`src/hdl/wmvg_pkg.sv`:
```
// Package for the wedge mesh vertex generator.
// Holds the shared sizes, operation codes, the transaction side-band record and
// the CORDIC arctangent table. No dependencies.
package wmvg_pkg;

  localparam int ANGLE_STEPS       = 6;
  localparam int CORDIC_ITERATIONS = 14;

  localparam int DEN       = ANGLE_STEPS - 1;
  localparam int DEN2      = 2 * DEN;
  localparam int NUM_W     = $clog2(DEN2 + 1);
  localparam int K_W       = $clog2(ANGLE_STEPS);
  localparam int N_W       = 16 + NUM_W;
  localparam int RSHIFT    = N_W + 1;
  localparam int RECIP_W   = RSHIFT + 1;
  localparam int RECIP     = (2 ** RSHIFT) / DEN2;
  localparam int PADD_PT   = 2 * (DEN / 2);

  localparam int XW        = 33;
  localparam int ZW        = 26;
  localparam int CORDIC_GAIN_INV = 652032874;
  localparam int Q14_ONE   = 16384;

  localparam logic [2:0] OP_POINT = 3'd0;
  localparam logic [2:0] OP_NEG   = 3'd1;
  localparam logic [2:0] OP_POS   = 3'd2;
  localparam logic [2:0] OP_ZP    = 3'd3;
  localparam logic [2:0] OP_ZN    = 3'd4;
  localparam logic [2:0] OP_CS    = 3'd5;
  localparam logic [2:0] OP_CE    = 3'd6;

  typedef struct packed {
    logic [2:0]         op;
    logic [4:0]         idx;
    logic [15:0]        radius;
    logic signed [16:0] zc;
    logic               last;
  } meta_t;

  function automatic logic [ZW-1:0] atan_lut(input int i);
    logic [ZW-1:0] v;
    case (i)
      0:  v = ZW'(2097152);
      1:  v = ZW'(1238021);
      2:  v = ZW'(654136);
      3:  v = ZW'(332050);
      4:  v = ZW'(166669);
      5:  v = ZW'(83416);
      6:  v = ZW'(41718);
      7:  v = ZW'(20860);
      8:  v = ZW'(10430);
      9:  v = ZW'(5215);
      10: v = ZW'(2608);
      11: v = ZW'(1304);
      12: v = ZW'(652);
      13: v = ZW'(326);
      14: v = ZW'(163);
      default: v = ZW'(81);
    endcase
    return v;
  endfunction

endpackage

```
`src/hdl/wmvg_cordic.sv`:
```
// Pipelined rotation CORDIC, one iteration per stage, Q1.14 cosine and sine out.
// Depends on wmvg_pkg.
module wmvg_cordic (
  input  logic                clk,
  input  logic                rst,
  input  logic                en,
  input  logic                in_valid,
  input  wmvg_pkg::meta_t     in_meta,
  input  logic [15:0]         angle,
  output logic                out_valid,
  output wmvg_pkg::meta_t     out_meta,
  output logic signed [15:0]  cs,
  output logic signed [15:0]  sn
);
  import wmvg_pkg::*;

  localparam int NI = CORDIC_ITERATIONS;

  logic                 v [NI+1];
  meta_t                m [NI+1];
  logic                 fl [NI+1];
  logic signed [XW-1:0] x [NI+1];
  logic signed [XW-1:0] y [NI+1];
  logic signed [ZW-1:0] z [NI+1];

  logic        fold;
  logic [15:0] a;

  assign fold = (angle >= 16'h4000) && (angle < 16'hC000);
  assign a    = fold ? angle - 16'h8000 : angle;

  always_ff @(posedge clk) begin
    if (rst) begin
      v[0] <= 1'b0;
    end else if (en) begin
      v[0] <= in_valid;
    end
  end

  always_ff @(posedge clk) begin
    if (en) begin
      m[0]  <= in_meta;
      fl[0] <= fold;
      x[0]  <= XW'(CORDIC_GAIN_INV);
      y[0]  <= '0;
      z[0]  <= $signed({{(ZW-24){a[15]}}, a, 8'h00});
    end
  end

  for (genvar i = 0; i < NI; i++) begin : g_iter
    logic signed [XW-1:0] dx, dy;
    assign dx = y[i] >>> i;
    assign dy = x[i] >>> i;
    always_ff @(posedge clk) begin
      if (rst) begin
        v[i+1] <= 1'b0;
      end else if (en) begin
        v[i+1] <= v[i];
      end
    end
    always_ff @(posedge clk) begin
      if (en) begin
        m[i+1]  <= m[i];
        fl[i+1] <= fl[i];
        if (!z[i][ZW-1]) begin
          x[i+1] <= x[i] - dx;
          y[i+1] <= y[i] + dy;
          z[i+1] <= z[i] - $signed(atan_lut(i));
        end else begin
          x[i+1] <= x[i] + dx;
          y[i+1] <= y[i] - dy;
          z[i+1] <= z[i] + $signed(atan_lut(i));
        end
      end
    end
  end

  logic signed [XW-1:0]  xr, yr;
  logic signed [XW-17:0] cr, sr;
  logic signed [15:0]    cc, sc;

  assign xr = (x[NI] + XW'(32768)) >>> 16;
  assign yr = (y[NI] + XW'(32768)) >>> 16;
  assign cr = xr[XW-17:0];
  assign sr = yr[XW-17:0];

  always_comb begin
    if (cr > (XW-16)'(Q14_ONE)) begin
      cc = 16'(Q14_ONE);
    end else if (cr < -(XW-16)'(Q14_ONE)) begin
      cc = -16'(Q14_ONE);
    end else begin
      cc = cr[15:0];
    end
    if (sr > (XW-16)'(Q14_ONE)) begin
      sc = 16'(Q14_ONE);
    end else if (sr < -(XW-16)'(Q14_ONE)) begin
      sc = -16'(Q14_ONE);
    end else begin
      sc = sr[15:0];
    end
  end

  always_ff @(posedge clk) begin
    if (rst) begin
      out_valid <= 1'b0;
    end else if (en) begin
      out_valid <= v[NI];
    end
  end

  always_ff @(posedge clk) begin
    if (en) begin
      out_meta <= m[NI];
      cs <= fl[NI] ? -cc : cc;
      sn <= fl[NI] ? -sc : sc;
    end
  end

endmodule

```
`config.mk`:
```
export PLATFORM = sky130hd
export DESIGN_NAME = wmvg_cordic
export DESIGN_NICKNAME = d
export VERILOG_FILES = /design/src/hdl/wmvg_pkg.sv /design/src/hdl/wmvg_cordic.sv
export SDC_FILE = /design/constraint.sdc
export NUM_CORES = 2
export LEC_CHECK = 0
export BUFFER_PORTS_ARGS = -buffer_cell sky130_fd_sc_hd__buf_4
export CAP_MARGIN = 30
export CELL_PAD_IN_SITES_DETAIL_PLACEMENT = 0
export CELL_PAD_IN_SITES_GLOBAL_PLACEMENT = 1
export CORE_ASPECT_RATIO = 1.25
export CORE_MARGIN = 2
export CORE_UTILIZATION = 30
export CTS_BUF_LIST = sky130_fd_sc_hd__clkbuf_4 sky130_fd_sc_hd__clkbuf_8
export CTS_CLUSTER_DIAMETER = 150
export DETAILED_ROUTE_END_ITERATION = 10
export GPL_TIMING_DRIVEN = 1
export PLACE_DENSITY_LB_ADDON = 0.1
export SLEW_MARGIN = 20
export SYNTH_ARGS = -nofsm -noshare
export SYNTH_HDL_FRONTEND = slang
export SYNTH_SLANG_ARGS = --single-unit
```
`constraint.sdc`:
```
create_clock -name clk -period 5.8 [get_ports clk]
set_input_delay 0.58 -clock clk [delete_from_list [all_inputs] [get_ports clk]]
set_output_delay 0.58 -clock clk [all_outputs]
set_load 0.02 [all_outputs]
```
After elaboration in Yosys (flattened, before gate mapping)
Memories as Yosys holds them, arrays and structs flattened. A register that Yosys moved wholly into a read port is not among the register bits. Cells that the tools add are included. Widths: inputs -> output; s select.

Bits of input ports: 62. Output and inout bits: 75. Flip-flop bits (word level): 32. Memories kept: 6. RAM bits: 2040. Memory bits (read-only): 0. Word-level logic and storage cells: 314. Bits in latches: 0.

Memory list: m (words 15, width 42, read ports 15, clocked after Yosys merged registers in 1, write ports 15, line wmvg_cordic.sv:20) `meta_t m [NI+1];`; x (words 15, width 33, read ports 15, clocked after Yosys merged registers in 0, write ports 15, line wmvg_cordic.sv:22) `logic signed [XW-1:0] x [NI+1];`; y (words 15, width 33, read ports 15, clocked after Yosys merged registers in 0, write ports 15, line wmvg_cordic.sv:23) `logic signed [XW-1:0] y [NI+1];`; z (words 15, width 26, read ports 14, clocked after Yosys merged registers in 0, write ports 15, line wmvg_cordic.sv:24) `logic signed [ZW-1:0] z [NI+1];`; fl (words 15, width 1, read ports 15, clocked after Yosys merged registers in 0, write ports 15, line wmvg_cordic.sv:21) `logic fl [NI+1];`; v (words 15, width 1, read ports 15, clocked after Yosys merged registers in 1, write ports 15, line wmvg_cordic.sv:19) `logic v [NI+1];`.

Multiplexer cells: 154. $add $sub $neg: 88. Multipliers: 0. Shift-type cells: 0. Reductions and logical operators: 1. Eq/ne operators: 0. Divide/modulo/power cells: 0. Order comparisons: 6. Bitwise operators: 57.

Operators by type and width (count): $mux 33 (28); $mux 26 (14); $mux 16 (7); $mux 1 (105); $add 33x17->33 const B (2); $add 33x20->33 (2); $add 33x21->33 (2); $add 33x22->33 (2); $add 33x23->33 (2); $add 33x24->33 (2); $add 33x25->33 (2); $add 33x26->33 (2); $add 33x27->33 (2); $add 33x28->33 (2); $add 33x29->33 (2); $add 33x30->33 (2); $add 33x31->33 (2); $add 33x32->33 (2); $sub 33x20->33 (2); $sub 33x21->33 (2); $sub 33x22->33 (2); $sub 33x23->33 (2); $sub 33x24->33 (2); $sub 33x25->33 (2); other kinds (45) (112).

Depth between registers and ports, before layout
Depth after elaboration: 6. Depth in mapped cells: 20.

Worst setup path before layout
Ideal clock, no wire load.

Kind: input to register. Start point: in en. End point: mem y[10][32], in the netlist y[1][98], data pin. Slack: 0.819 ns. Arrival: 4.713 ns. Data required time: 5.532 ns. Stages: 18. Setup time: 0.268 ns. Cell sequence: clkbuf_1 clkbuf_1 nand2_1 inv_1 clkbuf_1 buf_1 mux2i_1 fa_1 a211oi_1 o21ai_0 o21ai_0 o311ai_0 o21ai_0 o21ai_0 o221a_2 a41o_1 o41ai_1 xnor2_1.

RTL lines: start, declared (line wmvg_cordic.sv:6) `input logic en,`; end, declared (line wmvg_cordic.sv:23).

==> metrics.md <==
| Metric | Value |
|---|---|
| Outcome | completed |
| CTS tree | done |
| Cell taking the most area after synthesis | edfxtp_1 |
| M2 GR Usage | between 30% and 40% |
| HPWL after DPL | approximately 270000 um |
| Number of synthesized flops with an enable pin | ~1800 |
| Pin count of the biggest net entering global routing | approximately 150 |
| DR vias/cell | about 5.0 |
| Final core occ | around a third |
| Gpl congestion | ~0.9 |
| Setup_tns | 0 ns |
| Global route overflow | 0 |
| Post-synth top area share | a little under half |
| RSZ-0062 raised after global routing | false |
| Synth Net Count | between 10000 and 15000 |
| Crit path DAT | slightly above 6 ns |
| Met1 Use GR | 17.7% |
| Post-synthesis sequential area ratio | around 47% |
| Drt pass-1 iters | 5 |
| Fin. Hold Viols | 0 |
| Clock skew | between 0.1 and 0.15 ns |
| CP Class | reg2reg |
| H-tree depth | 5 |
| Min cycle time layout | around 5.3 ns |
| Placed Area | around 130000 sq um |
| Worst-margin pin slew | around 1 ns |
| Req. time, crit path | about 6.6 ns |
| # clock sinks | 1840 |
| CP max FO | 5 |
| Fmax achieved | about 190 MHz |
| Largest cells by area after synthesis | edfxtp_1 47%, ha_1 11%, xnor2_1 7.2% |
| IO Pins | 137 |
| TritonCTS buffer count | about 340 |
| CP Capture Type | flop |
| Nets | between 10000 and 15000 |
| Design area | approximately 130000 sq um |
| First-pass GRT wire length | slightly above 500000 um |
| Clock Tree Root | clkbuf_8 |
| Total setup buffers inserted after CTS | 0 |
| Post-Syn Area | approximately 120000 sq um |
| Setup crit start kind | flop |
| Die Height | approximately 710 um |
| Top-count cell post-synth | edfxtp_1 |
| Longest Clk Path Bufs | 4 |
| I/O Buffers | 136 |
| Core Footprint | about 390000 sq um |
| DRT Wirelength | roughly 340000 um |
| # fillers | approximately 40000 |
| GRT Total Usage | between 15 and 20% |
| Clk Latency, worst-skew pair | roughly 1.2 ns |
| Die width | approximately 570 um |
| Remaining routing DRC violations | 0 |
| Rows | between 200 and 300 |
| Initial DRC count | around 4100 |
| GR Layer Usage met3 | around 1.9% |
| Share of layout cells above drive strength 1 | under 10% |
| Primary FF master, synth | edfxtp_1 |
| Area grow syn2layout | 13.3% |
| Initial antenna violation count | 8 |
| Via count | approximately 85000 |
| Vias in the first global route | 86771 |
| Initial core utilization | a little under a third |
| Die area | 400000 sq um |
| Worst Hold Class | in2reg |
| Relative slew slack | between 30% and 40% |
| Final period utilization | between 90% and 100% |
| Max Transition Viols Final | 0 |
| Synthesized flop and latch total | around 1800 |
| FFs w/ async S/R, synth | 0% |
| Clk slew on worst S/H paths | about 0.050 ns |
| Syn Inst Count | roughly 11000 |
| Synth warnings | 0 |
| Post-route ant nets | 0 |
| GR peak layer | met2 |
| Max-Cap Viols | 0 |
| Syn Area/Cell | 10.9 sq um |
| Setup violators final | 0 |
| Commonest cells post-synth | 1839 x edfxtp_1, 1072 x ha_1, 975 x xnor2_1, 948 x a21oi_1, 771 x nor2_1 |
| DR WL/cell | between 20 and 25 um |
| Distinct cells, synth | around 110 |
==> logic make-up (layout without fill, tap and decap cells) <==
logic type,count (synthesis),in the layout,synth area share [%]
flops,1840,1840,46.6
fa+ha+maj,1110,1110,12.0
mux,91,91,0.833
buf+inv,621,1438,1.98
other cells,0,8,0
xor+xnor,1448,1448,10.7
simple gates,2774,2774,11.6
compound gates,2995,2995,16.3
==> through the flow <==
| step | setup WS [ns] | cells | hold WS (ns) |
|---|---|---|---|
| final | 0.477 | 16904 | 0.181 |
| after global routing | 0.0733 | 16903 | 0.0742 |
| after CTS | 0.427 | 16891 | 0.00183 |
| after detailed placement | 0.164 | 16224 | 0.405 |
| after global placement | 0.176 | 16223 | 0.400 |
| after floorplan | 0.819 | 10879 | 0.400 |
==> critical path, stage by stage, from the launching register on <==
cell and delay [ns]:
edfxtp_1 0.50, inv_1 0.12, ha_1 0.17, nand2_1 0.08, nor3_1 0.63, nor2_1 0.11
xnor2_1 0.19, ha_1 0.35, o21a_1 0.15, o21a_1 0.17, o41ai_1 0.15, o32ai_1 0.56
a221oi_1 0.16, buf_4 0.21, o211ai_1 0.33, a21boi_0 0.18, a211oi_1 0.59, a221oi_1 0.20
xnor2_1 0.18
==> final timing paths <==
check | startpoint | end | slack, ns | cells past startpoint
worst max-delay path | y[0][238] | x[8][31] | 0.48 | 18
worst min-delay path | in_meta[13] | m[0][13] | 0.18 | 2
worst max register to register | y[0][238] | x[8][31] | 0.48 | 18
worst min register to register | m[12][16] | m[13][16] | 0.38 | 0
==> routing by layer <==
layer | vias up | part of all wire, % | wire [um]
met4 | 0 | 3.8 | 12900
li1 | 42078 | - | -
met5 | - | 0 | 0
met1 | 40748 | 39 | 132000
met3 | 533 | 2.8 | 9490
met2 | 1341 | 54 | 185000
==> registers in the layout (all words and copies together), names as in the netlist <==
register   flops
cs            16
out_meta      42
z            301
m            630
out_valid      1
fl            15
v             15
sn            16
x            389
y            415
==> what timing repair did <==
action                                 CTS  global route
hold buffers                            61             0
endpoints found under the hold margin   88             0
gates resized for setup                  0             0
==> cell type report <==
cell class | instances | area, sq um | share of cell area [%]
antenna | 8 | 20.0 | 0.0149
multi-input combinational | 8418 | 60900 | 45.4
timing repair buffer | 389 | 3290 | 2.45
clock inverter | 194 | 1430 | 1.07
inverter | 443 | 1660 | 1.24
sequential | 1840 | 55200 | 41.1
clock buffer | 412 | 5240 | 3.90
tap | 5200 | 6510 | 4.84
==> cell usage in the layout (no fill, tap or decap), types with 39 or more instances in the layout <==
cell type | synthesis | final
edfxtp_1 | 1839 | 1839
clkbuf_4 | 0 | 69
o211ai_1 | 49 | 49
nor4_1 | 81 | 81
o21a_1 | 151 | 151
nand4_1 | 47 | 47
nand2b_1 | 135 | 135
a21o_1 | 353 | 353
a31oi_1 | 117 | 117
nand2_1 | 598 | 596
a21oi_1 | 948 | 948
and3_1 | 129 | 129
nor2_1 | 771 | 771
buf_4 | 1 | 311
clkinv_1 | 2 | 95
o21ai_0 | 548 | 548
or4_1 | 59 | 59
xnor2_1 | 975 | 975
clkinv_2 | 0 | 54
ha_1 | 1072 | 1072
a211oi_1 | 94 | 94
xor2_1 | 470 | 470
dlygate4sd3_1 | 0 | 61
nand3_1 | 204 | 204
o41ai_1 | 52 | 52
mux2_2 | 41 | 41
inv_1 | 438 | 437
nor2b_1 | 147 | 147
clkbuf_8 | 0 | 343
or2_2 | 39 | 39
or3_1 | 83 | 83
o31ai_1 | 121 | 121
a21boi_0 | 50 | 50
mux2i_1 | 48 | 48
nor3_1 | 268 | 268
o21bai_1 | 110 | 110
and2_1 | 84 | 84
Power is left out: the tool's default activity adds up to more than one toggle a clock period on the data nets, which glitch-free logic cannot reach.
