**src/hdl/wmvg_pkg.sv**
```systemverilog
// Package for the wedge mesh vertex generator.
// Holds the shared sizes, operation codes, the transaction side-band record and
// the CORDIC arctangent table. No dependencies.
package wmvg_pkg;

  localparam int ANGLE_STEPS       = 6;
  localparam int CORDIC_ITERATIONS = 14;

  localparam int DEN       = ANGLE_STEPS - 1;
  localparam int DEN2      = 2 * DEN;
  localparam int NUM_W     = $clog2(DEN2 + 1);
  localparam int K_W       = $clog2(ANGLE_STEPS);
  localparam int N_W       = 16 + NUM_W;
  localparam int RSHIFT    = N_W + 1;
  localparam int RECIP_W   = RSHIFT + 1;
  localparam int RECIP     = (2 ** RSHIFT) / DEN2;
  localparam int PADD_PT   = 2 * (DEN / 2);

  localparam int XW        = 33;
  localparam int ZW        = 26;
  localparam int CORDIC_GAIN_INV = 652032874;
  localparam int Q14_ONE   = 16384;

  localparam logic [2:0] OP_POINT = 3'd0;
  localparam logic [2:0] OP_NEG   = 3'd1;
  localparam logic [2:0] OP_POS   = 3'd2;
  localparam logic [2:0] OP_ZP    = 3'd3;
  localparam logic [2:0] OP_ZN    = 3'd4;
  localparam logic [2:0] OP_CS    = 3'd5;
  localparam logic [2:0] OP_CE    = 3'd6;

  typedef struct packed {
    logic [2:0]         op;
    logic [4:0]         idx;
    logic [15:0]        radius;
    logic signed [16:0] zc;
    logic               last;
  } meta_t;

  function automatic logic [ZW-1:0] atan_lut(input int i);
    logic [ZW-1:0] v;
    case (i)
      0:  v = ZW'(2097152);
      1:  v = ZW'(1238021);
      2:  v = ZW'(654136);
      3:  v = ZW'(332050);
      4:  v = ZW'(166669);
      5:  v = ZW'(83416);
      6:  v = ZW'(41718);
      7:  v = ZW'(20860);
      8:  v = ZW'(10430);
      9:  v = ZW'(5215);
      10: v = ZW'(2608);
      11: v = ZW'(1304);
      12: v = ZW'(652);
      13: v = ZW'(326);
      14: v = ZW'(163);
      default: v = ZW'(81);
    endcase
    return v;
  endfunction

endpackage

```
**src/hdl/wmvg_out.sv**
```systemverilog
// Scaling multiply, rounding and result assembly into the output register.
// Depends on wmvg_pkg.
module wmvg_out (
  input  logic               clk,
  input  logic               rst,
  input  logic               en,
  input  logic               in_valid,
  input  wmvg_pkg::meta_t    in_meta,
  input  logic signed [15:0] cs,
  input  logic signed [15:0] sn,
  output logic               out_valid,
  output logic [55:0]        out_data,
  output logic               out_kind,
  output logic               out_last
);
  import wmvg_pkg::*;

  logic               v1;
  meta_t              m1;
  logic signed [15:0] c1, s1;
  logic signed [32:0] px, py, rx, ry;
  logic signed [16:0] ox, oy, oz, ce, se;

  assign rx = (px + 33'sd8192) >>> 14;
  assign ry = (py + 33'sd8192) >>> 14;
  assign ce = 17'(c1);
  assign se = 17'(s1);

  always_comb begin
    ox = '0;
    oy = '0;
    oz = '0;
    case (m1.op)
      OP_POINT: begin ox = rx[16:0]; oy = ry[16:0]; oz = m1.zc; end
      OP_NEG:   begin ox = -ce; oy = -se; end
      OP_POS:   begin ox = ce; oy = se; end
      OP_ZP:    oz = 17'(Q14_ONE);
      OP_ZN:    oz = -17'(Q14_ONE);
      OP_CS:    begin ox = se; oy = -ce; end
      OP_CE:    begin ox = -se; oy = ce; end
      default:  oz = '0;
    endcase
  end

  always_ff @(posedge clk) begin
    if (rst) begin
      v1 <= 1'b0;
      out_valid <= 1'b0;
    end else if (en) begin
      v1 <= in_valid;
      out_valid <= v1;
    end
  end

  always_ff @(posedge clk) begin
    if (en) begin
      m1 <= in_meta;
      c1 <= cs;
      s1 <= sn;
      px <= $signed({1'b0, in_meta.radius}) * cs;
      py <= $signed({1'b0, in_meta.radius}) * sn;
      out_data <= {oz, oy, ox, m1.idx};
      out_kind <= (m1.op != OP_POINT);
      out_last <= m1.last;
    end
  end

endmodule
```
**config.mk**
```make
export PLATFORM = sky130hd
export DESIGN_NAME = wmvg_out
export DESIGN_NICKNAME = d
export VERILOG_FILES = /design/src/hdl/wmvg_pkg.sv /design/src/hdl/wmvg_out.sv
export SDC_FILE = /design/constraint.sdc
export NUM_CORES = 1
export LEC_CHECK = 0
export BUFFER_PORTS_ARGS = -buffer_cell sky130_fd_sc_hd__buf_2
export CAP_MARGIN = 40
export CORE_ASPECT_RATIO = 0.9
export CORE_UTILIZATION = 40
export DETAILED_ROUTE_END_ITERATION = 7
export PLACE_DENSITY = 0.66
export SETUP_SLACK_MARGIN = 0.02
export SLEW_MARGIN = 30
export SYNTH_ARGS = -nofsm -noshare
export SYNTH_HDL_FRONTEND = slang
export SYNTH_SLANG_ARGS = --single-unit
export TNS_END_PERCENT = 10
```
**constraint.sdc**
```tcl
create_clock -name clk -period 6.3 [get_ports clk]
set_clock_uncertainty 0.1 [all_clocks]
set_input_delay 0.63 -clock clk [delete_from_list [all_inputs] [get_ports clk]]
set_output_delay 0.63 -clock clk [all_outputs]
set_load 0.01 [all_outputs]
```
### Yosys cells after proc, flatten, opt, wreduce, memory -nomap -nowiden

Cells that the tools add are included.

| cells by class | value |
|---|---|
| add/subtract/negate cells | 4 |
| $mul | 2 |
| divide/modulo/power cells | 0 |
| order comparisons | 0 |
| eq/ne operators | 6 |
| shifts and indexed selects | 0 |
| multiplexer cells | 3 |
| bitwise operators | 0 |
| reductions and logical operators | 2 |

Operators by type and width:

| cell | number |
|---|---|
| $pmux W17 S5 | 2 |
| $add A31 B15 Y31 const B | 2 |
| $mul A17 B16 Y31 | 2 |
| $pmux W17 S3 | 1 |
| $neg A16 Y17 | 2 |
| $eq A3 B3 Y1 const B | 3 |
| $eq A3 B2 Y1 const B | 2 |
| $eq A3 B1 Y1 const B | 1 |
| $logic_not A3 Y1 | 1 |
| $reduce_bool A3 Y1 | 1 |

| word-level totals | value |
|---|---|
| bits in registers | 180 |
| latch bits | 0 |
| memory bits (writable) | 0 |
| bits in read-only memories | 0 |
| input port bits | 78 |
| output and inout bits | 59 |
| memories kept | 0 |

### Longest topological paths before layout

Gate-level depths: netlist (run 1).

| depth | value |
|---|---|
| word-level depth | 2 |
| gate-level depth with buffers | 23 |
| gate-level depth less buffers | 21 |

### Least setup slack after synthesis (run 1)

OpenSTA, ideal clock, no wires.

| timing path | value |
|---|---|
| path type | input -> register |
| from | input cs[1] |
| to | register px[27], data pin |
| data arrival time | 5821 ps |
| data required time | 5942 ps |
| setup slack | 120 ps |
| cell stages on the path | 19 |
| path through | clkbuf_1 nand2_1 fa_1 fa_1 fa_1 fa_1 inv_1 fa_1 inv_1 fa_1 inv_1 ha_1 and2_1 a221o_1 a211oi_1 o31ai_1 o22a_1 a21oi_1 xnor2_1 |

| on the way | value |
|---|---|
| longest elaborated chain between the ends | 1 |

Ends and longest elaborated chain:

| element | line | source |
|---|---|---|
| from (decl) | wmvg_out.sv:9 | `input logic signed [15:0] cs,` |
| $mul A17 B16 Y31 | wmvg_out.sv:60 | `px <= $signed({1'b0, in_meta.radius}) * cs;` |
| to (signal assigned) | wmvg_out.sv:60 |  |
| to (decl) | wmvg_out.sv:21 | `logic signed [32:0] px, py, rx, ry;` |

No other way between the ends.
A chain may end at the register's enable or synchronous reset.

### Worst setup path after layout (run 1)

| timing path | value |
|---|---|
| from | input in_meta[28] in the netlist's numbering |
| to | register py[29], data pin |

| on the way | value |
|---|---|
| longest elaborated chain between the ends | 1 |

Ends and longest elaborated chain:

| element | line | source |
|---|---|---|
| from (decl) | wmvg_out.sv:8 | `input wmvg_pkg::meta_t in_meta,` |
| $mul A17 B16 Y31 | wmvg_out.sv:61 | `py <= $signed({1'b0, in_meta.radius}) * sn;` |
| to (signal assigned) | wmvg_out.sv:61 |  |
| to (decl) | wmvg_out.sv:21 |  |

No other way between the ends.

==> flow_summary.ini, run 1 <==
[outcome]
outcome = finished, violations left
violations = design-rule violations

[grt]
busiest_layer = met2
grt_max_degree = 94
overflow = 0
globalRouteMet3Util_pct = 3.60
met2_usage_pct = 34.0
grt_usage_pct = 22.4
antenna_found_initial = 1
use_met1_pct = 33.2
grt_pass1_vias = 19697
grt_pass1_wl_um = 107000

[worst_setup_path]
path_common_cell = fa_1
path_class = input pin to flop
crit_chain = clkbuf_4 -> buf_4 -> buf_4 -> nand2_1 -> fa_1 -> fa_1 -> inv_1 -> fa_1 -> fa_1 -> fa_1 -> inv_1 -> fa_1 -> inv_1 -> ha_1 -> a21oi_1 -> o21ai_0 -> a221oi_2 -> o21ai_0 -> a31oi_2 -> o21ai_0 -> xnor2_1
worstPathRequired_ns = 6.43
crit_fanout = 10
crit_path_start_kind = input pin
cp_slowest_cell = fa_1
worstPathArrival_ns = 6.23
slowest_delay_ns = 0.55
end_kind = flop

[floorplanning]
core_um2 = 59000
io_pins = 137
row_count = 84
chipWidth_um = 261
die-height_um = 235
start_util_pct = 40.8
die_area_um2 = 61200

[yosys]
synth_top_cell_by_area = fa_1
synth-simple-area-share_pct = 16.5
synth-seq-cells = 154
synth_top_area_share_pct = 32.1
muxShareOfSynthArea_pct = 1.33
ys_top_cells_by_count = inv_1 (490), fa_1 (386), nand2_1 (344)
synth_top_cells_by_area = fa_1 (32%), edfxtp_1 (19%), ha_1 (11%)
synthDistinctLibCells = 71
post_synth_fa_ha_maj_area_fraction_pct = 43.5
yosysWarnings = 0
syn_inst = 2537
seq_area_frac_synth_pct = 19.1
ys_async_sr_fraction_pct = 0
synth.avg_cell_area_um2 = 9.49
synth.most_common_cell = inv_1
synth_compound_area_share_pct = 6.25
syn_area_um2 = 24100
synth_xor_area_share_pct = 3.53
ys.flop_type = edfxtp_1
syn_nets = 3221
synth_edf_count = 152
synth_top_family_by_area = adder cells

[sta]
fin_hold_ws_ns = 0.253
slew_violations = 0
period_share_pct = 96.7
setup_slack_ns = 0.208
worst_slew_pin_slew_ns = 0.866
grt_setup_unrepaired = yes
finalSetupViolations = 0
period_minus_slack_ns = 6.09
finalHoldViolCount = 0
tns_ns = 0
relSlewSlack_pct = 42.2
max_freq_mhz = 164

[route]
wl_per_cell_um = 18.4
first_iter_violations = 1684
drc_errors = 43
num_vias = 18635
drt_pass1_iterations = 8
via_per_inst = 5.19
routed_wl_um = 66000
ant_nets = 0

[layout]
multi_input_area_um2 = 17200
syn2layout_area_growth_pct = 15.1
finalNetCount = 3485
regArea_um2 = 4600
fillers = 5494
finalInstanceArea_um2 = 27700
antennaDiodeCount = 0
drive_above_1_share_pct = 15.2

[cts]
root_buffer = clkbuf_16
numCtsBuffers = 17
cts_tree = yes
clock_sinks = 154
clkTransAtPathRegs_ns = 0.08
clock_path_buffers = 2
clk_latency_ns = 0.46
cts_max_level = 4

[placement]
preCtsSetupSlack_ns = -0.428
dpl.hpwl_um = 55300
place_area_um2 = 27000
routabilityCongestion = 0.952
io_buffers = 136

[min_path]
hold_class = input pin to flop

[job]
drv_cap = 0
## per-stage QoR
stage / util [%] / std cells
finish: 47.0 / 3588
global route: 47.0 / 3588
CTS: 46.8 / 3586
detailed placement: 45.8 / 3554
global placement: 45.8 / 3553
floorplan: - / 2537
## per-layer routing
metal	vias to the layer above	routed length (um)
li1	8490	-
met1	9314	30600
met4	0	1260
met3	64	5330
met5	-	0
met2	767	28800
## registers in the layout (all words and copies together) (netlist names)
name,cells
py,18
s1,16
c1,16
m1,26
out_data,56
out_valid,1
out_kind,1
px,18
v1,1
out_last,1
## cells by family (layout without fill, tap and decap cells)
family / count (synthesis) / count (layout)
AOI/OAI and AO/OA: 238 / 238
xor gates and xnor gates: 97 / 97
adders and majority gates: 606 / 606
buffers and inverters: 607 / 884
DFF: 154 / 154
muxes: 31 / 31
and+or+nand+nor: 804 / 804
## worst max-delay path: cells and delay by family
family	cells	cell delay, ns
buffers and inverters	6	0.71
and+or+nand+nor	1	0.06
AOI/OAI and AO/OA	6	1.18
xor gates and xnor gates	1	0.36
adders and majority gates	7	3.26
## worst paths after layout
check	cells after the start	end	from	slack, ns
setup / recovery	21	py[29]$_DFFE_PP_	in_meta[28]	0.21
hold / removal	1	m1[0]$_DFFE_PP_	in_meta[0]	0.25
setup reg to reg	8	out_data[36]$_DFFE_PP_	s1[1]$_DFFE_PP_	3.38
hold reg to reg	0	out_data[4]$_DFFE_PP_	m1[38]$_DFFE_PP_	0.32
## area by class of cell
class / count / share of cell area, %
flip-flops and latches: 154 / 16.6
inverters: 493 / 6.68
repair buffers: 359 / 9.08
multi-input cells: 1776 / 62.1
clock buffers: 18 / 1.55
well taps: 774 / 3.50
clock inverters: 14 / 0.483
## placed cells by master (no fill, tap or decap), types with 7 or more instances in the layout
master / netlist / routed
mux2_2: 8 / 8
clkbuf_4: 0 / 7
nand2_1: 344 / 344
buf_2: 2 / 128
nor2_1: 79 / 79
nor2b_1: 8 / 8
clkbuf_16: 0 / 17
inv_1: 490 / 490
o22ai_1: 8 / 8
nor3_1: 28 / 28
o31ai_1: 9 / 9
edfxtp_1: 152 / 152
xnor2_1: 63 / 61
nand2b_1: 20 / 20
o21ai_0: 52 / 50
xor2_1: 34 / 33
nand3_1: 26 / 26
a22oi_1: 13 / 13
and3_1: 11 / 11
a21o_1: 19 / 19
ha_1: 220 / 220
nand4_1: 19 / 19
o221ai_1: 7 / 7
and2_1: 235 / 235
fa_1: 386 / 386
buf_4: 0 / 212
mux2i_1: 23 / 23
buf_12: 0 / 9
a21oi_1: 79 / 76
## timing repair
| item | in CTS | in global routing |
|---|---|---|
| gates resized for setup | 0 | 24 |
| setup endpoints to repair | 0 | 20 |
| hold buffers | 0 | 0 |
| setup buffers | 0 | 0 |
Power of run 1 is left out: the tool's default activity adds up to more than one toggle a clock period on the data nets, which glitch-free logic cannot reach.
==> run 2, diff against run 1 <==
--- a/config.mk
+++ b/config.mk
@@ -8,9 +8,9 @@
 export BUFFER_PORTS_ARGS = -buffer_cell sky130_fd_sc_hd__buf_2
 export CAP_MARGIN = 40
 export CORE_ASPECT_RATIO = 0.9
-export CORE_UTILIZATION = 40
+export CORE_UTILIZATION = 50
 export DETAILED_ROUTE_END_ITERATION = 7
-export PLACE_DENSITY = 0.66
+export PLACE_DENSITY = 0.78
 export SETUP_SLACK_MARGIN = 0.02
 export SLEW_MARGIN = 30
 export SYNTH_ARGS = -nofsm -noshare
==> run 2 against run 1 <==
Net effect:
- critical path type unchanged
- first-iteration DRC count is 0.53% lower
- routed wire length is 2.2% lower
- the flow still finishes with violations (design-rule violations)
- register-to-register slack worse by 0.10 ns
- hold slack worse by 0.0038 ns
- final area is 1.0% lower
- via count is 1.0% higher
- cell count is 4.8% lower
- sequential share of layout area is 0.17 points higher
- highest routed layer unchanged
- flip-flop and latch count stayed put
- count of clock-buffer cells in the layout is 1 lower
- critical path depth is 1 higher
- fmax is 0.30% lower
==> flow_summary.ini, run 2 (synthesized netlist as in run 1, its figures left out) <==
[outcome]
outcome = finished, violations left
violations = design-rule violations

[placement]
dpl.hpwl_um = 53500
numPlacedInstances = 3382
io_buffers = 136
routabilityCongestion = 0.953

[floorplanning]
io_pins = 137
die_area_um2 = 49000
chipWidth_um = 233
die-height_um = 210
core_um2 = 47100
row_count = 75
start_util_pct = 51.1

[sta]
max_freq_mhz = 164
tns_ns = 0
slew_violations = 0
relSlewSlack_pct = 44.4
period_share_pct = 97.0
fin_hold_ws_ns = 0.249
finalSetupViolations = 0
grt_setup_unrepaired = yes
finalHoldViolCount = 0
period_minus_slack_ns = 6.11
worst_slew_pin_slew_ns = 0.835

[route]
via_per_inst = 5.51
drc_errors = 40
ant_nets = 0
num_vias = 18828
first_iter_violations = 1675
wl_per_cell_um = 18.9
drt_pass1_iterations = 8
routed_wl_um = 64600

[layout]
fillers = 4026
syn2layout_area_growth_pct = 13.9
finalNetCount = 3471
reg_top3 = out_data (56), m1 (26)
antennaDiodeCount = 0
largest-register = out_data
fin_cells = 3416
mostFrequentLayoutCell = inv_1
drive_above_1_share_pct = 14.8
largest_reg_flops = 56
layout_common_cells = inv_1 (490), fa_1 (386), nand2_1 (344)

[grt]
overflow = 0
met2_usage_pct = 43.2
antenna_found_initial = 0
use_met1_pct = 38.2
grt_pass1_wl_um = 104000
globalRouteMet3Util_pct = 4.99
grt_usage_pct = 27.6
grt_pass1_vias = 19742
busiest_layer = met2
grt_max_degree = 86

[job]
drv_cap = 0

[cts]
holdBufCountCts = 0
root_buffer = clkbuf_16
clk_latency_ns = 0.45
cts_max_level = 4
numCtsBuffers = 17
clock_path_buffers = 2
cts_tree = yes
clkTransAtPathRegs_ns = 0.07
clock_sinks = 154

[worst_setup_path]
crit_chain = buf_2 -> buf_12 -> and2_1 -> fa_1 -> inv_1 -> fa_1 -> inv_1 -> fa_1 -> fa_1 -> fa_1 -> inv_1 -> fa_1 -> inv_1 -> ha_1 -> a21oi_1 -> buf_4 -> o21bai_1 -> a221oi_1 -> o31ai_1 -> nor2b_1 -> a21bo_2 -> xor2_1
crit_path_start_kind = input pin
path_common_cell = fa_1
end_kind = flop
crit_fanout = 12
worstPathArrival_ns = 6.20
rrSetupSlack_ns = 3.28
crit_buf_inv = 7
worstPathRequired_ns = 6.39
cp_slowest_cell = fa_1
slowest_delay_ns = 0.55
cp_top_family = adder cells
path_class = input pin to flop

[min_path]
hold_class = input pin to flop
## run 2: changes by cell type in the layout (fill, tap and decap cells not counted), moves of 2 or more
cell	before	now
xnor2_2	2	0
xnor2_1	61	63
clkinvlp_4	3	1
buf_4	212	195
o21ai_1	2	4
buf_12	9	12
o21ai_0	50	48
clkinv_4	1	3
## run 2: stage by stage
step                      util, %  instance area (um^2)  worst slack, ns
after floorplan                 -                 24100            0.120
after global placement       56.8                 26700           -0.286
after detailed placement     56.8                 26700           -0.348
after CTS                    58.0                 27300            0.123
after global routing         58.2                 27400          -0.0626
final                        58.2                 27400            0.189
## run 2: per-layer routing
| metal | up-vias | part of all wire, % |
|---|---|---|
| li1 | 8458 | - |
| met1 | 9363 | 43 |
| met2 | 882 | 45 |
| met3 | 125 | 8.9 |
| met4 | 0 | 3.3 |
| met5 | - | 0 |
## run 2: final cells by class
class | instances | area [um^2] | area share (%)
clock buffer | 17 | 425 | 1.55
clock inverter | 15 | 153 | 0.557
inverter | 493 | 1850 | 6.75
multi-input combinational | 1776 | 17200 | 62.6
sequential | 154 | 4600 | 16.8
tap | 616 | 771 | 2.81
timing repair buffer | 345 | 2440 | 8.92
## run 2: timing repair
item                                   4_1_cts  5_1_grt
endpoints found under the hold margin        0        0
setup endpoints to repair                    0       21
setup buffers                                0        0
gates resized for setup                      0       21
## run 2: path summary, 6_finish.rpt
check | end | start | depth (start not counted)
min reg2reg | out_data[4]$_DFFE_PP_ | m1[38]$_DFFE_PP_ | 0
min | m1[2]$_DFFE_PP_ | in_meta[2] | 1
max | px[24]$_DFFE_PP_ | cs[4] | 22
max reg2reg | out_data[21]$_DFFE_PP_ | m1[39]$_DFFE_PP_ | 6
Power of run 2 is left out for the same reason.
