===== config.mk =====
export PLATFORM = sky130hd
export DESIGN_NAME = wmvg_angle
export DESIGN_NICKNAME = d
export VERILOG_FILES = /design/src/hdl/wmvg_pkg.sv /design/src/hdl/wmvg_angle.sv
export SDC_FILE = /design/constraint.sdc
export NUM_CORES = 1
export LEC_CHECK = 0
export ABC_AREA = 1
export BUFFER_PORTS_ARGS = -buffer_cell sky130_fd_sc_hd__buf_2
export CORE_UTILIZATION = 55
export DETAILED_ROUTE_END_ITERATION = 16
export PLACE_DENSITY = 0.77
export SKIP_LAST_GASP = 1
export SYNTH_ARGS = -nofsm -noshare
export SYNTH_HDL_FRONTEND = slang
export SYNTH_SLANG_ARGS = --single-unit

===== constraint.sdc =====
create_clock -name clk -period 15.1 [get_ports clk]
set_clock_uncertainty 0.05 [all_clocks]
set_input_delay 0 -clock clk [delete_from_list [all_inputs] [get_ports clk]]
set_output_delay 0 -clock clk [all_outputs]
set_load 0.005 [all_outputs]

===== src/hdl/wmvg_pkg.sv =====
// Package for the wedge mesh vertex generator.
// Holds the shared sizes, operation codes, the transaction side-band record and
// the CORDIC arctangent table. No dependencies.
package wmvg_pkg;

  localparam int ANGLE_STEPS       = 6;
  localparam int CORDIC_ITERATIONS = 14;

  localparam int DEN       = ANGLE_STEPS - 1;
  localparam int DEN2      = 2 * DEN;
  localparam int NUM_W     = $clog2(DEN2 + 1);
  localparam int K_W       = $clog2(ANGLE_STEPS);
  localparam int N_W       = 16 + NUM_W;
  localparam int RSHIFT    = N_W + 1;
  localparam int RECIP_W   = RSHIFT + 1;
  localparam int RECIP     = (2 ** RSHIFT) / DEN2;
  localparam int PADD_PT   = 2 * (DEN / 2);

  localparam int XW        = 33;
  localparam int ZW        = 26;
  localparam int CORDIC_GAIN_INV = 652032874;
  localparam int Q14_ONE   = 16384;

  localparam logic [2:0] OP_POINT = 3'd0;
  localparam logic [2:0] OP_NEG   = 3'd1;
  localparam logic [2:0] OP_POS   = 3'd2;
  localparam logic [2:0] OP_ZP    = 3'd3;
  localparam logic [2:0] OP_ZN    = 3'd4;
  localparam logic [2:0] OP_CS    = 3'd5;
  localparam logic [2:0] OP_CE    = 3'd6;

  typedef struct packed {
    logic [2:0]         op;
    logic [4:0]         idx;
    logic [15:0]        radius;
    logic signed [16:0] zc;
    logic               last;
  } meta_t;

  function automatic logic [ZW-1:0] atan_lut(input int i);
    logic [ZW-1:0] v;
    case (i)
      0:  v = ZW'(2097152);
      1:  v = ZW'(1238021);
      2:  v = ZW'(654136);
      3:  v = ZW'(332050);
      4:  v = ZW'(166669);
      5:  v = ZW'(83416);
      6:  v = ZW'(41718);
      7:  v = ZW'(20860);
      8:  v = ZW'(10430);
      9:  v = ZW'(5215);
      10: v = ZW'(2608);
      11: v = ZW'(1304);
      12: v = ZW'(652);
      13: v = ZW'(326);
      14: v = ZW'(163);
      default: v = ZW'(81);
    endcase
    return v;
  endfunction

endpackage


===== src/hdl/wmvg_angle.sv =====
// Angle stages: start + round(sweep * num / DEN2) by reciprocal multiplication.
// Depends on wmvg_pkg.
module wmvg_angle (
  input  logic                       clk,
  input  logic                       rst,
  input  logic                       en,
  input  logic                       in_valid,
  input  wmvg_pkg::meta_t            in_meta,
  input  logic [wmvg_pkg::NUM_W-1:0] num,
  input  logic [wmvg_pkg::NUM_W-1:0] padd,
  input  logic [15:0]                start,
  input  logic [15:0]                sweep,
  output logic                       out_valid,
  output wmvg_pkg::meta_t            out_meta,
  output logic [15:0]                angle
);
  import wmvg_pkg::*;

  logic                     v1, v2;
  meta_t                    m1, m2;
  logic [15:0]              st1, st2;
  logic [N_W-1:0]           n1, n2;
  logic [15:0]              q2;
  logic [N_W+RECIP_W-1:0]   prod;
  logic [N_W-1:0]           rem;
  logic [15:0]              q;

  assign prod = {{RECIP_W{1'b0}}, n1} * (N_W+RECIP_W)'(RECIP);
  assign rem  = n2 - N_W'(q2 * N_W'(DEN2));
  assign q    = (rem >= N_W'(DEN2)) ? q2 + 16'd1 : q2;

  always_ff @(posedge clk) begin
    if (rst) begin
      v1 <= 1'b0;
      v2 <= 1'b0;
      out_valid <= 1'b0;
    end else if (en) begin
      v1 <= in_valid;
      v2 <= v1;
      out_valid <= v2;
    end
  end

  always_ff @(posedge clk) begin
    if (en) begin
      m1  <= in_meta;
      st1 <= start;
      n1  <= N_W'(sweep) * N_W'(num) + N_W'(padd);
      m2  <= m1;
      st2 <= st1;
      n2  <= n1;
      q2  <= prod[RSHIFT +: 16];
      out_meta <= m2;
      angle    <= st2 + q;
    end
  end

endmodule


Word level (Yosys, flattened, before mapping)
Cells that the tools add are included.
{"block": "totals", "ff_bits": 233, "word_cells": 33, "in_bits": 86}
{"block": "classes", "addsub": 4, "n_lt_le_gt_ge": 1, "n_mux": 1, "n_mul": 3}
{"cell": "20-bit by 18-bit multiplier with 37-bit output, second input constant", "n": 1}
{"cell": "20-bit by 4-bit adder with 20-bit output", "n": 1}
{"cell": "20-bit by 4-bit greater-or-equal comparator with 1-bit output, second input constant", "n": 1}
{"cell": "16-bit by 4-bit multiplier with 20-bit output", "n": 1}
{"cell": "20-bit subtractor", "n": 1}
{"cell": "16-bit by 3-bit multiplier with 19-bit output, second input constant", "n": 1}
{"cell": "16-bit by 1-bit adder with 16-bit output, second input constant", "n": 1}
{"cell": "16-bit adder", "n": 1}
{"cell": "16-bit two-way mux", "n": 1}

Longest topological paths before layout
Gate-level depths: netlist of the first run.
{"block": "logic_depth", "ltp_word": 5, "depth_mapped": 37, "depth_no_buf": 36}

Worst setup path after synthesis of the first run
Ideal clock, no wire load.
{"block": "synth_path", "path_type": "reg2reg", "startpoint": "reg q2[3]", "endpoint": "reg angle[12], data pin", "t_required_ns": 14.785, "stages_incl_launch_ff": 35, "synth_period_minus_slack_ns": 5.711, "path_slack_ns": 9.389, "arrival_ns": 5.396, "n_path_buf": 1, "path_cell_list": "edfxtp_1 ha_1 ha_1 fa_1 nand3_1 nand2_1 nand2_1 o211ai_1 nand3_1 nand2_1 nand3_1 nand2_1 xor2_1 ha_1 a21oi_1 nor2_1 nor2_1 nand3_1 a21oi_1 o21ai_0 nor2_1 nand2_2 buf_6 xnor2_1 inv_1 ha_1 fa_1 nand3_1 nand2_1 a21o_1 a21oi_1 o21ai_0 a21boi_0 o21ai_0 xor2_1"}
{"block": "synth_between", "elab_chain_cells": 5, "elab_cells_between_ends": 6}
{"element": "from (decl)", "line_no": "wmvg_angle.sv:23", "rtl": "logic [15:0] q2;"}
{"element": "from (signal assigned)", "line_no": "wmvg_angle.sv:52", "rtl": "q2 <= prod[RSHIFT +: 16];"}
{"element": "16-bit by 3-bit multiplier with 19-bit output", "line_no": "wmvg_angle.sv:29", "rtl": "assign rem = n2 - N_W'(q2 * N_W'(DEN2));"}
{"element": "20-bit subtractor", "line_no": "wmvg_angle.sv:29"}
{"element": "20-bit by 4-bit greater-or-equal comparator with 1-bit output", "line_no": "wmvg_angle.sv:30", "rtl": "assign q = (rem >= N_W'(DEN2)) ? q2 + 16'd1 : q2;"}
{"element": "16-bit two-way mux (*)", "line_no": "wmvg_angle.sv:30"}
{"element": "16-bit adder (*)", "line_no": "wmvg_angle.sv:54", "rtl": "angle <= st2 + q;"}
{"element": "to (signal assigned)", "line_no": "wmvg_angle.sv:54"}
{"element": "to (decl)", "line_no": "wmvg_angle.sv:15", "rtl": "output logic [15:0] angle"}
Every way passes the cells marked *; elsewhere a longest branch is shown, timed or not.
A chain may end at the register's enable or synchronous reset.

Worst setup path in the final report of the first run
Ends and elaborated chain as after synthesis.

==> results of run 1 <==
## state kept, by name, summed over array words and instances (netlist names)
name and flops:
n1 20, m1 42, q2 16, out_meta 42
st1 16, angle 16, out_valid 1, v1 1
n2 19, st2 16, v2 1, m2 42
## layout make-up
class	count	area, µm²	area share, %
clock buffer	29	641	2.98
inverter	416	1560	7.27
multi-input combinational	1183	10200	47.3
clock inverter	16	221	1.03
tap	448	561	2.61
timing repair buffer	210	1390	6.46
sequential	232	6940	32.3
## worst max path at each step
stage | start | cells past startpoint | endpoint
finish | q2[3]$_DFFE_PP_ | 35 | angle[12]$_DFFE_PP_
floorplan | q2[3]$_DFFE_PP_ | 34 | angle[12]$_DFFE_PP_
global placement | q2[3]$_DFFE_PP_ | 35 | angle[12]$_DFFE_PP_
detailed placement | q2[3]$_DFFE_PP_ | 33 | angle[12]$_DFFE_PP_
global route | q2[3]$_DFFE_PP_ | 35 | angle[12]$_DFFE_PP_
CTS | q2[3]$_DFFE_PP_ | 33 | angle[12]$_DFFE_PP_
## synth_stat cells, drive strengths merged (3+ instances only)
library cell  count
inv             416
nand2           328
ha              251
edfxtp          229
fa              160
a21oi           102
nor2             71
nand3            69
xor2             56
o21ai            40
xnor2            21
nor3             19
nand4            14
a31oi             8
clkbuf            8
o21a              7
a21o              6
nor4              6
o21bai            5
a21boi            3
dfxtp             3
nand3b            3
o2111ai           3
## kinds of logic after synthesis
kind of cell    after synthesis  synth area share (%)
xor+xnor                     77                  3.61
compound gates              182                  5.43
fa+ha+maj                   411                  33.9
buf+inv                     425                  8.57
simple gates                513                  11.4
flops                       232                  37.1
## through the flow
step	std cells	worst slack (ns)
2_1_floorplan	1840	9.39
3_3_place_gp	2425	8.93
3_5_place_dp	2425	8.69
4_1_cts	2534	8.65
5_1_grt	2534	8.13
6_report	2534	8.66
## cell usage in the layout (no fill, tap or decap), types with 6 or more instances in the layout
cell / count
buf_2: 143
nor3_1: 19
dlygate4sd3_1: 64
nand3_1: 68
a21oi_1: 100
clkbuf_16: 25
xor2_1: 56
a31oi_1: 8
o21a_1: 7
a21o_1: 6
o21ai_0: 40
nor4_1: 6
xnor2_1: 21
fa_1: 160
ha_1: 251
nand4_1: 14
nand2_1: 323
inv_1: 415
nor2_1: 69
edfxtp_1: 229
## metal layers
| layer | wire length, µm | vias up | GRT usage (%) |
|---|---|---|---|
| met1 | 16500 | 6158 | 29.1 |
| met2 | 19900 | 339 | 42.7 |
| met4 | 1400 | 0 | 8.23 |
| met3 | 1770 | 92 | 2.67 |
| met5 | 0 | - | 0 |
| li1 | - | 6441 | - |
## critical path: cells and delay by family (launching register included)
| family | cells | cell delay (ns) |
|---|---|---|
| xor+xnor | 3 | 0.50 |
| flops | 1 | 0.47 |
| simple gates | 15 | 1.38 |
| compound gates | 9 | 1.73 |
| buf+inv | 2 | 0.12 |
| fa+ha+maj | 6 | 1.94 |
## what timing repair did
item                                   in CTS  in global routing
setup buffers                               0                  0
endpoints found under the hold margin     161                  0
hold buffers                               64                  0
==> summary.md, run 1 <==
| Metric | Value |
|---|---|
| Warnings from Yosys | `0` |
| Clock sink count | `about 230` |
| Clock transition at path regs | `~0.060 ns` |
| Largest area contributor in the netlist | `edfxtp_1` |
| Critical Path Fanout Max | `14` |
| Hold endpoint | `n1[1]$_DFFE_PP_` |
| Fin crit share | `42.7%` |
| Layout cells sized above 1 | `9.40%` |
| Status | `finished clean` |
| Post-cts resize count | `0` |
| Antenna violations before repair | `0` |
| Largest cells by area after synthesis | `edfxtp_1 37%, fa_1 17%, ha_1 17%` |
| Global-route wire length before repair | `approximately 66000 µm` |
| Die W | `186 µm` |
| DRT Wirelength | `39600 µm` |
| Initial DRT Pass Iterations | `5` |
| Synthesized netlist cell count | `1840` |
| CTS root buf | `clkbuf_16` |
| Initial Util | `55.8%` |
| Post-synthesis sequential area ratio | `between 30% and 40%` |
| WL/cell | `15.6 µm` |
| Via density | `5.14` |
| Remaining global-route overflow | `0` |
| R2R Path End | `angle[12]$_DFFE_PP_` |
| Crit-path max cell delay | `0.47 ns` |
| Final hold vios | `0` |
| Hold Crit Depth | `5` |
| Post-route setup TNS | `0 ns` |
| Startpoint types | `register` |
| Area Overhead vs Synth | `14.8%` |
| IO Pins | `145` |
| Worst R2R Setup Slack | `8.66 ns` |
| CTS tree | `yes` |
| Final setup viols | `0` |
| HP Start | `sweep[0]` |
| Worst path required time | `15.32 ns` |
| # fillers | `around 2700` |
| Clk_lat worst skew | `0.52 ns` |
| Final Slew Violations | `0` |
| Worst-margin pin slew | `0.928 ns` |
| Clk buf depth | `3` |
| CP max stage cell | `edfxtp_1` |
| Ys flop type | `edfxtp_1` |
| Netlist Area Pre-Place | `18700 µm²` |
| Placed Area | `around 20000 µm²` |
| Vias in the first global route | `13600` |
| Total global-route track usage | `23.6%` |
| Minimum clock period | `approximately 6.4 ns` |
| Worst Setup End Kind | `register` |
| Synth Register Bits | `232` |
| R2R Path Start | `q2[3]$_DFFE_PP_` |
| Yosys cell types | `36` |
| WS Path Type | `register to register` |
| Largest net degree at the start of global routing | `99` |
| Achievable frequency | `155 MHz` |
| Row Count | `67` |
| Syn Nets | `2337` |
| Final HPWL DP | `31900 µm` |
| PortBufs | `between 100 and 150` |
| Asr flop ratio synth | `0%` |
| WP data arrival | `6.66 ns` |
| H-tree depth | `1` |
| Worst Reg-to-Reg Cells | `35` |
| RSZ-0062 raised after global routing | `false` |
| Post-layout nets | `2565` |
| Antenna-violating nets left | `0` |
| CP dominant cell by count | `nand2_1` |
| Min-Delay Path Class | `input port to register` |
| Max-cap viol count | `0` |
| Rel. slew slack | `between 30% and 40%` |
| Final Core Density | `64.0%` |
| Die height | `between 150 and 200 µm` |
| Worst hold slack | `about 0.045 ns` |
| Vias | `13000` |
| Antenna cell count | `0` |
| Post-synth EDFFs | `229` |
| Die ar. | `34700 µm²` |
| Post-synth top area share | `36.8%` |
| Starting DRT DRC Count | `717` |
| Mean area per synthesized cell | `10.2 µm²` |
| Core Region | `33500 µm²` |
| Routability cong. | `0.973` |
| Total CTS buffers | `25` |
| DR DRC count | `0` |
| Non-Filler Cell Area, Final | `21500 µm²` |
Power of run 1 is left out: the tool's default activity adds up to more than one toggle a clock period on the data nets, which glitch-free logic cannot reach.
==> inputs of run 2 (changes only) <==
--- a/config.mk
+++ b/config.mk
@@ -9,7 +9,7 @@
 export BUFFER_PORTS_ARGS = -buffer_cell sky130_fd_sc_hd__buf_2
 export CORE_UTILIZATION = 55
 export DETAILED_ROUTE_END_ITERATION = 16
-export PLACE_DENSITY = 0.77
+export PLACE_DENSITY = 0.8
 export SKIP_LAST_GASP = 1
 export SYNTH_ARGS = -nofsm -noshare
 export SYNTH_HDL_FRONTEND = slang
==> constraint.sdc (replaced) <==
create_clock -name clk -period 5.4 [get_ports clk]
set_clock_uncertainty 0.05 [all_clocks]
set_input_delay 0 -clock clk [delete_from_list [all_inputs] [get_ports clk]]
set_output_delay 0 -clock clk [all_outputs]
set_load 0.005 [all_outputs]
==> run 2 against run 1 <==
The run now ends with hold timing, setup timing left; utilization grew 5.0 points; critical path depth is 3 lower; register-to-register slack got worse by 8.8 ns; global-route usage grew 1.2 points; sequential share of layout area shrank 2.3 points; cell area rose by 7.8%; fmax increased by 17%; routed wire length up 9.3%; die area did not move.
==> summary.md, run 2 (synthesis gave the netlist of run 1 again) <==
| Metric | Value |
|---|---|
| Status | `finished, violations left` |
| Failing checks | `hold timing, setup timing` |
| DR DRC count | `0 (unchanged)` |
| Global-route wire length before repair | `69100 µm (+5.0%)` |
| HP Start | `en` |
| Row Count | `67 (unchanged)` |
| Vias | `13900 (+7.0%)` |
| Startpoint types | `register` |
| CP max stage cell | `edfxtp_1` |
| PortBufs | `144 (unchanged)` |
| Total global-route track usage | `24.8% (+1.2 points)` |
| Crit path from | `q2[6]$_DFFE_PP_` |
| Via density | `5.20 (+1.1%)` |
| CTS root buf | `clkbuf_16` |
| Final HPWL DP | `32600 µm (+2.4%)` |
| Setup ws final | `-0.128 ns (-8.79 ns)` |
| Area Overhead vs Synth | `23.7%` |
| Most common cell after layout, fill and taps aside | `inv_1` |
| Clk_lat worst skew | `0.54 ns (+0.02 ns)` |
| # fillers | `2402 (-9.7%)` |
| Antenna-violating nets left | `0 (unchanged)` |
| Die W | `186 µm (unchanged)` |
| CTS tree | `yes` |
| CP dominant cell by count | `nand2_1` |
| Commonest cells after routing, fill and taps aside | `408 x inv_1, 301 x nand2_1, 229 x edfxtp_1, 225 x ha_1, 157 x fa_1` |
| Post-route setup TNS | `-0.279 ns (-0.279 ns)` |
| DRT Wirelength | `43300 µm (+9.3%)` |
| WL/cell | `16.1 µm (+3.4%)` |
| Final hold vios | `13 (+13)` |
| Achievable frequency | `181 MHz (+17%)` |
| Remaining global-route overflow | `0 (unchanged)` |
| Multi-input gate area | `10800 µm² (+6.0%)` |
| IO Pins | `145 (unchanged)` |
| Initial Util | `55.8% (unchanged)` |
| Routability cong. | `0.954 (-2.0%)` |
| Crit-path max cell delay | `0.43 ns (-0.04 ns)` |
| Final setup viols | `4 (+4)` |
| Initial DRT Pass Iterations | `8 (+3)` |
| Worst path required time | `5.63 ns (-9.69 ns)` |
| Worst hold slack | `-0.0524 ns (-0.0978 ns)` |
| Vias in the first global route | `14500 (+6.4%)` |
| WS Path Type | `register to register` |
| WP data arrival | `5.76 ns (-0.90 ns)` |
| Largest net degree at the start of global routing | `127 (+28%)` |
| Rel. slew slack | `35.6% (-2.5 points)` |
| Die height | `186 µm (unchanged)` |
| Clk buf depth | `3 (unchanged)` |
| H-tree depth | `1 (unchanged)` |
| Worst Setup End Kind | `register` |
| Antenna violations before repair | `1 (+1)` |
| Core Region | `33500 µm² (unchanged)` |
| Layout cells sized above 1 | `20.2% (+11 points)` |
| Clock sink count | `232 (unchanged)` |
| Final Slew Violations | `0 (unchanged)` |
| Minimum clock period | `5.53 ns (-0.913 ns)` |
| Clock transition at path regs | `0.06 ns (about the same)` |
| Fin crit share | `102% (+60 points)` |
| Register Area | `6940 µm² (unchanged)` |
| Post-layout nets | `2709 (+5.6%)` |
| Min-Delay Path Class | `input port to register` |
| Critical Path Fanout Max | `5 (-9)` |
| Total CTS buffers | `25 (unchanged)` |
| RSZ-0062 raised after global routing | `true` |
| Die ar. | `34700 µm² (unchanged)` |
| Cells after DPL | `2542 (+4.8%)` |
| Worst-margin pin slew | `0.966 ns (+0.0375 ns)` |
| Largest registers | `m1: 42 flops, m2: 42 flops, out_meta: 42 flops` |
| R2R Path Start | `q2[6]$_DFFE_PP_` |
| Layout Cells excl Fill | `2680 (+5.8%)` |
| Max-cap viol count | `0 (unchanged)` |
| Starting DRT DRC Count | `689 (-3.9%)` |
## run 2: cell types whose count changed in the layout (fill, tap and decap cells not counted), sizes merged
cell         before  now
bufinv            5    3
diode             0    1
buf             146  291
clkinvlp          0    3
inv             417  418
clkbuf           29   27
clkinv           10   11
dlygate4sd3      64   63
## run 2: worst max-delay path, delay by kind of cell, from the launching register on
family	cells	cell delay, ns
compound gates	11	1.68
fa+ha+maj	4	1.11
simple gates	10	1.09
xor+xnor	3	0.54
flops	1	0.43
buf+inv	4	0.38
## run 2: final cells by class
| class | count | share of cell area (%) |
|---|---|---|
| multi-input combinational | 1183 | 46.6 |
| timing repair buffer | 354 | 10.7 |
| sequential | 232 | 30.0 |
| clock inverter | 19 | 0.838 |
| tap | 448 | 2.42 |
| antenna | 1 | 0.0108 |
| clock buffer | 27 | 2.74 |
| inverter | 416 | 6.75 |
## run 2: timing repair
item | in CTS | in global routing
setup endpoints to repair | 8 | 19
endpoints found under the hold margin | 64 | 0
setup buffers | 9 | 20
pin swaps | 19 | 54
resized for setup | 28 | 103
hold buffers | 63 | 0
## run 2: per-layer routing
metal / part of all wire, % / vias to the layer above / global-route usage [%]
met2: 53 / 364 / 47.4
met4: 3.7 / 0 / 8.46
met3: 3.9 / 121 / 2.84
li1: - / 6733 / -
met5: 0 / - / 0
met1: 39 / 6721 / 28.5
## run 2: path summary, 6_finish.rpt
| kind | endpoint | slack (ns) | depth (start not counted) |
|---|---|---|---|
| min reg2reg | out_meta[36]$_DFFE_PP_ | 0.36 | 0 |
| max | angle[12]$_DFFE_PP_ | -0.13 | 32 |
| max reg2reg | angle[12]$_DFFE_PP_ | -0.13 | 32 |
| min | st1[0]$_DFFE_PP_ | -0.05 | 1 |
## run 2: through the flow
stage	hold slack [ns]	instance area (µm²)	setup WS (ns)	util, %
after floorplan	0.0191	18700	-0.0279	-
after global placement	0.127	20900	-0.0406	62.2
after detailed placement	0.128	20900	-0.165	62.2
after CTS	0.0159	22500	0.00191	67.1
after global routing	0.0531	23100	-0.437	69.0
final	-0.0524	23100	-0.128	69.0
Power of run 2 is left out for the same reason.
